## config.mk

```make
export PLATFORM = sky130hd
export DESIGN_NAME = circular_deque_compare_pop_flat
export DESIGN_NICKNAME = d
export VERILOG_FILES = /design/src/sv/dcq_pkg.sv /design/src/sv/dcq_if.sv /design/src/sv/circular_deque_compare_pop.sv /design/src/sv/dcq_ram.sv /design/src/flat_wrapper.sv
export SDC_FILE = /design/constraint.sdc
export NUM_CORES = 1
export LEC_CHECK = 0
export BUFFER_PORTS_ARGS = -buffer_cell sky130_fd_sc_hd__buf_2
export CAP_MARGIN = 20
export CORE_ASPECT_RATIO = 1.5
export CORE_MARGIN = 4
export CORE_UTILIZATION = 30
export DETAILED_ROUTE_END_ITERATION = 10
export GPL_ROUTABILITY_DRIVEN = 0
export PLACE_DENSITY_LB_ADDON = 0.3
export SYNTH_ARGS = -nofsm -noshare
export SYNTH_HDL_FRONTEND = slang
export SYNTH_HIERARCHICAL = 1
export SYNTH_SLANG_ARGS = --single-unit
```

## constraint.sdc

```tcl
create_clock -name clk -period 4.6 [get_ports clk]
set_clock_uncertainty 0.2 [all_clocks]
set_input_delay 0.46 -clock clk [delete_from_list [all_inputs] [get_ports clk]]
set_output_delay 0.46 -clock clk [all_outputs]
set_load 0.01 [all_outputs]
```

## src/sv/dcq_pkg.sv

```systemverilog
// Shared types and constants of the circular deque with compare-on-pop.
`default_nettype none

package dcq_pkg;

  localparam int unsigned VALUE_W  = 32;
  localparam int unsigned MODE_W   = 2;
  localparam int unsigned STATUS_W = 2;
  localparam int unsigned COUNT_W  = 5;

  typedef enum logic [MODE_W-1:0] {
    MODE_PUSH_LEFT  = 2'd0,
    MODE_PUSH_RIGHT = 2'd1,
    MODE_POP_LEFT   = 2'd2,
    MODE_POP_RIGHT  = 2'd3
  } dcq_mode_t;

  typedef enum logic [STATUS_W-1:0] {
    ST_DONE     = 2'd0,
    ST_FULL     = 2'd1,
    ST_EMPTY    = 2'd2,
    ST_MISMATCH = 2'd3
  } dcq_status_t;

endpackage

`default_nettype wire

```

## src/sv/dcq_if.sv

```systemverilog
// Request and response channel interfaces of the circular deque.
`default_nettype none

interface dcq_req_if;
  import dcq_pkg::*;
  logic                      valid;
  logic                      ready;
  logic [MODE_W-1:0]         mode;
  logic signed [VALUE_W-1:0] value;

  modport source (output valid, output mode, output value, input ready);
  modport sink   (input valid, input mode, input value, output ready);
endinterface

interface dcq_rsp_if;
  import dcq_pkg::*;
  logic                      valid;
  logic                      ready;
  logic [STATUS_W-1:0]       status;
  logic signed [VALUE_W-1:0] end_value;
  logic [COUNT_W-1:0]        count;

  modport source (output valid, output status, output end_value, output count, input ready);
  modport sink   (input valid, input status, input end_value, input count, output ready);
endinterface

`default_nettype wire

```

## src/sv/circular_deque_compare_pop.sv

```systemverilog
// Top level of the circular deque with compare-on-pop, backed by one RAM.
//
//  Channel  Role     Payload                                  Handshake
//  -------  -------  ---------------------------------------  ------------------
//  req      sink     mode[1:0], value[31:0] signed            valid/ready
//  rsp      source   status[1:0], end_value[31:0], count[4:0] valid/ready
//
// For every item, the RAM read of the end slot is launched in the accept
// cycle; then, in the execute state, the read data is compared and the
// indices, the count and the RAM write are committed. One item is in
// work at a time. The response sits in an output register, so a new item is
// accepted while an earlier result still waits; an item only holds in the
// execute state while that register is occupied and not drained. Reset clears
// the indices, the count and control state at once; the RAM needs no clearing.
`default_nettype none

module circular_deque_compare_pop #(
  parameter int unsigned DEPTH = 16
) (
  input  logic     clk,
  input  logic     rst,
  dcq_req_if.sink  req,
  dcq_rsp_if.source rsp
);
  import dcq_pkg::*;

  localparam int unsigned AW    = $clog2(DEPTH);
  localparam int unsigned OCC_W = $clog2(DEPTH + 1);

  typedef enum logic {
    S_IDLE,
    S_EXEC
  } state_t;

  // Index stepping wraps modulo DEPTH, which need not be a power of two.
  function automatic logic [AW-1:0] step_up(input logic [AW-1:0] i);
    logic [AW-1:0] r;
    r = (i == AW'(DEPTH - 1)) ? '0 : i + 1'b1;
    return r;
  endfunction

  function automatic logic [AW-1:0] step_down(input logic [AW-1:0] i);
    logic [AW-1:0] r;
    r = (i == '0) ? AW'(DEPTH - 1) : i - 1'b1;
    return r;
  endfunction

  state_t                    state;
  dcq_mode_t                 cmd_mode;
  logic signed [VALUE_W-1:0] cmd_value;
  logic [AW-1:0]             left_idx;
  logic [AW-1:0]             right_idx;
  logic [OCC_W-1:0]          occ;

  logic                      rsp_valid;
  dcq_status_t               rsp_status;
  logic signed [VALUE_W-1:0] rsp_end_value;
  logic [COUNT_W-1:0]        rsp_count;

  // RAM port signals.
  logic                      rd_en;
  logic [AW-1:0]             rd_addr;
  logic [VALUE_W-1:0]        rd_data;
  logic                      wr_en;
  logic [AW-1:0]             wr_addr;

  // Commit datapath.
  logic                      commit;
  logic                      is_push;
  logic                      is_full;
  logic                      is_empty;
  dcq_status_t               status_next;
  logic signed [VALUE_W-1:0] end_value_next;
  logic [AW-1:0]             left_idx_next;
  logic [AW-1:0]             right_idx_next;
  logic [OCC_W-1:0]          occ_next;
  logic [31:0]               occ_wide;

  assign req.ready     = (state == S_IDLE);
  assign rsp.valid     = rsp_valid;
  assign rsp.status    = rsp_status;
  assign rsp.end_value = rsp_end_value;
  assign rsp.count     = rsp_count;

  // The end slot is read at accept time. The indices only move in the commit
  // cycle, so the address taken here is the one the commit will use. A write
  // happens only in the commit cycle and a read only in the accept cycle, so
  // the two never touch the RAM in the same cycle and no forwarding is needed.
  assign rd_en   = req.valid && req.ready;
  assign rd_addr = (dcq_mode_t'(req.mode) == MODE_POP_LEFT) ? left_idx : right_idx;

  assign commit   = (state == S_EXEC) && (!rsp_valid || rsp.ready);
  assign is_push  = (cmd_mode == MODE_PUSH_LEFT) || (cmd_mode == MODE_PUSH_RIGHT);
  assign is_full  = (occ == OCC_W'(DEPTH));
  assign is_empty = (occ == '0);

  always_comb begin
    status_next    = ST_DONE;
    end_value_next = '0;
    left_idx_next  = left_idx;
    right_idx_next = right_idx;
    occ_next       = occ;
    wr_en          = 1'b0;
    wr_addr        = left_idx;

    unique case (cmd_mode)
      MODE_PUSH_LEFT, MODE_PUSH_RIGHT: begin
        if (is_full) begin
          status_next = ST_FULL;
        end else begin
          wr_en    = commit;
          occ_next = occ + 1'b1;
          if (is_empty) begin
            // The first element occupies the left slot and both ends name it.
            right_idx_next = left_idx;
            wr_addr        = left_idx;
          end else if (cmd_mode == MODE_PUSH_LEFT) begin
            left_idx_next = step_down(left_idx);
            wr_addr       = left_idx_next;
          end else begin
            right_idx_next = step_up(right_idx);
            wr_addr        = right_idx_next;
          end
        end
      end
      MODE_POP_LEFT, MODE_POP_RIGHT: begin
        if (is_empty) begin
          status_next = ST_EMPTY;
        end else begin
          end_value_next = rd_data;
          if (rd_data != cmd_value) begin
            status_next = ST_MISMATCH;
          end else begin
            occ_next = occ - 1'b1;
            if (cmd_mode == MODE_POP_LEFT) begin
              left_idx_next = step_up(left_idx);
            end else begin
              right_idx_next = step_down(right_idx);
            end
          end
        end
      end
      default: begin
        status_next = ST_DONE;
      end
    endcase
  end

  // The reported count keeps the low bits of the occupancy.
  assign occ_wide = 32'(occ_next);

  always_ff @(posedge clk) begin
    if (rst) begin
      state     <= S_IDLE;
      left_idx  <= '0;
      right_idx <= '0;
      occ       <= '0;
      rsp_valid <= 1'b0;
    end else begin
      // A commit refills the output register in the same cycle it drains.
      if (rsp_valid && rsp.ready && !commit) begin
        rsp_valid <= 1'b0;
      end
      unique case (state)
        S_IDLE: begin
          if (rd_en) begin
            cmd_mode  <= dcq_mode_t'(req.mode);
            cmd_value <= req.value;
            state     <= S_EXEC;
          end
        end
        S_EXEC: begin
          if (commit) begin
            left_idx      <= left_idx_next;
            right_idx     <= right_idx_next;
            occ           <= occ_next;
            rsp_valid     <= 1'b1;
            rsp_status    <= status_next;
            rsp_end_value <= end_value_next;
            rsp_count     <= occ_wide[COUNT_W-1:0];
            state         <= S_IDLE;
          end
        end
        default: begin
          state <= S_IDLE;
        end
      endcase
    end
  end

  dcq_ram #(
    .WIDTH (VALUE_W),
    .DEPTH (DEPTH)
  ) u_slots (
    .clk   (clk),
    .we    (wr_en),
    .waddr (wr_addr),
    .wdata (cmd_value),
    .re    (rd_en),
    .raddr (rd_addr),
    .rdata (rd_data)
  );

  // The occupancy never exceeds the store's depth.
  a_occ_bound: assert property (@(posedge clk) disable iff (rst)
    occ <= OCC_W'(DEPTH))
    else $error("occupancy above depth");

  // A single element is named by both ends.
  a_single_ends: assert property (@(posedge clk) disable iff (rst)
    (occ == OCC_W'(1)) |-> (left_idx == right_idx))
    else $error("single element with diverging ends");

  // The RAM is never written and read in the same cycle.
  a_no_rw_overlap: assert property (@(posedge clk) disable iff (rst)
    !(wr_en && rd_en))
    else $error("RAM read and write overlap");

  // A successful pop lowers the occupancy by exactly one.
  a_pop_count: assert property (@(posedge clk) disable iff (rst)
    (commit && !is_push && (status_next == ST_DONE)) |=> (occ == $past(occ) - 1'b1))
    else $error("pop did not lower the occupancy by one");

endmodule

`default_nettype wire

```

## src/sv/dcq_ram.sv

```systemverilog
// Generic single-write, single-read synchronous RAM with registered read data.
`default_nettype none

module dcq_ram #(
  parameter int unsigned WIDTH = 32,
  parameter int unsigned DEPTH = 16
) (
  input  logic                     clk,
  input  logic                     we,
  input  logic [$clog2(DEPTH)-1:0] waddr,
  input  logic [WIDTH-1:0]         wdata,
  input  logic                     re,
  input  logic [$clog2(DEPTH)-1:0] raddr,
  output logic [WIDTH-1:0]         rdata
);

  logic [WIDTH-1:0] mem [DEPTH];

  always_ff @(posedge clk) begin
    if (we) begin
      mem[waddr] <= wdata;
    end
    if (re) begin
      rdata <= mem[raddr];
    end
  end

endmodule

`default_nettype wire

```

## src/flat_wrapper.sv

```systemverilog
// flat-port wrapper written by rule: the top's interface ports become plain ports
module circular_deque_compare_pop_flat import dcq_pkg::*;
#(
  parameter int unsigned DEPTH = 16
)
  (clk, rst, req_valid, req_mode, req_value, req_ready, rsp_valid, rsp_status, rsp_end_value, rsp_count, rsp_ready);
  dcq_req_if req_i ();
  dcq_rsp_if rsp_i ();
  input  logic clk;
  input  logic rst;
  input wire logic [$bits(req_i.valid)-1:0] req_valid;
  input wire logic [$bits(req_i.mode)-1:0] req_mode;
  input wire logic [$bits(req_i.value)-1:0] req_value;
  output wire logic [$bits(req_i.ready)-1:0] req_ready;
  output wire logic [$bits(rsp_i.valid)-1:0] rsp_valid;
  output wire logic [$bits(rsp_i.status)-1:0] rsp_status;
  output wire logic [$bits(rsp_i.end_value)-1:0] rsp_end_value;
  output wire logic [$bits(rsp_i.count)-1:0] rsp_count;
  input wire logic [$bits(rsp_i.ready)-1:0] rsp_ready;
  assign req_i.valid = req_valid;
  assign req_i.mode = req_mode;
  assign req_i.value = req_value;
  assign req_ready = req_i.ready;
  assign rsp_valid = rsp_i.valid;
  assign rsp_status = rsp_i.status;
  assign rsp_end_value = rsp_i.end_value;
  assign rsp_count = rsp_i.count;
  assign rsp_i.ready = rsp_ready;
  circular_deque_compare_pop #(.DEPTH(DEPTH)) u_core (.clk(clk), .rst(rst), .req(req_i), .rsp(rsp_i));
endmodule
```

==> results.md <==
* Vias in the first global route at 13200
* Post-synthesis cell count at 1226
* Slew margin rel. at 0.334
* Pwr/cell area at 414 nW/µm²
* Period utilization at 0.815
* # DRC at 0
* Die X at 241 µm
* Post-synth net total at 1271
* Post-synth top area cell: edfxtp_1
* Async S/R FF share, synth at 0
* Status: finished, final reports clean
* Avg Cell Area, Syn at 20.0 µm²
* Routed wire length at 60000 µm
* Worst EP required at 4.66 ns
* WL/cell at 24.3 µm
* Die area at 86500 µm²
* Final instance area at 28900 µm²
* Cts bufs inserted at 58
* Worst min path class: reg -> reg
* Pwr Total at 12.0 mW
* Tmin final at 3.75 ns
* R2R depth at 9
* Slew @ Worst Pin at 0.999 ns
* Non-Filler Instances at 2474
* Synth warn at 6
* FP Rows at 128
* H-tree levels at 2
* Total grt overflow at 0
* Initial antenna violation count at 1
* Core area at 81200 µm²
* Final Hold Viols at 0
* Detailed Route Iter0 Violations at 799
* Worst skew pair latency at 0.63 ns
* Fraction of layout instances using a drive strength above 1 at 0.266
* Max Freq at 267 MHz
* CTS Sinks at 632
* WHS at 0.332 ns
* Top post-synthesis cells by area: edfxtp_1 76%, mux4_2 12%, a22oi_1 2.0%
* Final Max Tran Viols at 0
* CP Class: reg -> reg
* Worst setup endpoint: u_core/u_slots/mem[0][3]
* Worst-path clk slew at 0.06 ns
* CP Data Arrival Time at 3.80 ns
* Main synth FF type: edfxtp_1
* Worst r2r src: u_core/occ[0]
* Core Util, Final at 0.356
* Die Y at 358 µm
* CTS Root Buffer Type: clkbuf_16
* Critical Path Start Type: register
* Max cap viols at 0
* CP startpoint: u_core/occ[0]
* PostCTS Resize Cnt at 0
* R2R Setup Slk at 0.85 ns
* Crit path max fanout at 32
* Most frequent cell after synthesis: edfxtp_1
* Starting Density at 0.302
* Peak VDD IR at 0.269 mV
* Post-synth top area share at 0.756
* Initial DRT Pass Iterations at 5
* Cells after DPL at 2331
* HPWL Detailed at 36500 µm
* Post-place setup slack at 0.908 ns
* Number of antenna-violating nets in the routed design at 0
* I/O pin total at 79
* Capturing point of the worst reg2reg path: u_core/u_slots/mem[0][3]
* Largest net degree at the start of global routing at 52
* CTS tree: done
* Gr usage total at 0.139
* Vias at 12300
* Static Leak at 9.09 nW
* Nets at 1433
* Unrepaired setup endpoints after global routing: no
* Nature of the critical path endpoint: register
* PortBufs at 78
* Routed vias/inst at 4.97
* Sum of negative setup slack at 0 ns
* Placed cell areas at 26600 µm²
* Layout fillers at 7486
* #FFs+latches synth at 632
* N_diodes at 0
* Synth cell count leaders: 617 x edfxtp_1, 128 x mux4_2, 65 x a22oi_1
* Seq/Total Area, Yosys at 0.768
* Area grow syn2layout at 17.8%
* Clock Tree Buf Depth at 3
* Post-synthesis cell area at 24500 µm²
* Synth unique cells at 55
* EDFF count, synth at 617
* First-pass GRT wire length at 88700 µm
* Post-route setup slack at 0.851 ns
* Setup violators final at 0
## cell families (layout without fill, tap and decap cells)
logic type / Yosys count / in the layout / synth area share
fa+ha+maj: 7 / 7 / 0.00357
mux: 132 / 132 / 0.119
buf+inv: 81 / 289 / 0.0142
compound gates: 150 / 150 / 0.0412
flops: 632 / 632 / 0.768
xor+xnor: 37 / 37 / 0.0132
simple gates: 187 / 187 / 0.0405
## cell usage in the layout (no fill, tap or decap), types with 8 or more instances in the layout
master	instances
and3_1	34
o21ai_0	19
buf_12	10
a21oi_1	28
nor2_4	14
buf_4	43
clkbuf_16	59
a22oi_1	65
nand3_1	11
dfxtp_1	15
nor4_2	8
clkinv_1	12
edfxtp_1	617
xor2_1	35
buf_2	78
nand2_1	55
inv_1	15
dlygate4sd3_1	37
mux4_2	128
nor2_1	18
clkbuf_1	12
clkinv_2	10
## sequential cells by signal (all words and copies together), names as in the netlist
name                  cells
u_core/occ                5
u_core/state              1
u_core/u_slots/mem      512
u_core/rsp.end_value     32
u_core/cmd_value         32
u_core/rsp.valid          1
u_core/rsp.count          5
u_core/u_slots/rdata     32
u_core/cmd_mode           2
u_core/right_idx          4
u_core/rsp.status         2
u_core/left_idx           4
## cell type report
class | instances | area, µm² | area share
Timing Repair Buffer | 168 | 1280 | 0.0445
Clock inverter | 35 | 348 | 0.0120
Tap cell | 1040 | 1300 | 0.0451
Multi-Input combinational cell | 513 | 5540 | 0.192
Inverter | 15 | 56.3 | 0.00195
Clock buffer | 71 | 1520 | 0.0527
Sequential cell | 632 | 18800 | 0.652
## critical path: stages, from the launching register on
cell	delay (ns)
dfxtp_1	0.52
inv_1	0.15
ha_1	0.26
nor3b_1	0.14
buf_4	0.19
and2_1	0.21
nor3_1	0.43
or3b_2	0.62
nor3_4	0.14
buf_4	0.50
## how the worst min path moves through the flow
stage | startpoint | endpoint | slack, ns | depth (start not counted)
global placement | u_core/rsp.valid | u_core/rsp.valid | 0.34 | 2
detailed placement | u_core/rsp.valid | u_core/rsp.valid | 0.34 | 2
global route | req_value[11] | u_core/cmd_value[11] | 0.32 | 2
finish | u_core/rsp.valid | u_core/rsp.valid | 0.33 | 2
CTS | req_value[15] | u_core/cmd_value[15] | 0.30 | 2
floorplan | u_core/state | u_core/state | 0.30 | 2
## power breakdown
part | switching, mW | leakage (nW) | total [mW] | internal (mW)
Sequential | 0.0960 | 5.73 | 6.51 | 6.41
Combinational | 0.386 | 2.44 | 0.650 | 0.264
Clock | 2.10 | 0.919 | 4.80 | 2.69
Total | 2.59 | 9.09 | 12.0 | 9.37
## what timing repair did
action | 4_1_cts | 5_1_grt
buffers inserted | 0 | 0
hold endpoints to repair | 38 | 0
hold buffers | 37 | 0
## metal layers
metal	vias to the layer above	part of all wire	global-route usage
met4	2	0.028	0.0426
met2	278	0.53	0.253
met3	94	0.042	0.0216
met5	-	0.00022	0
li1	5375	-	-
met1	6556	0.39	0.170
No activity file was read; power rests on OpenSTA's default activity.
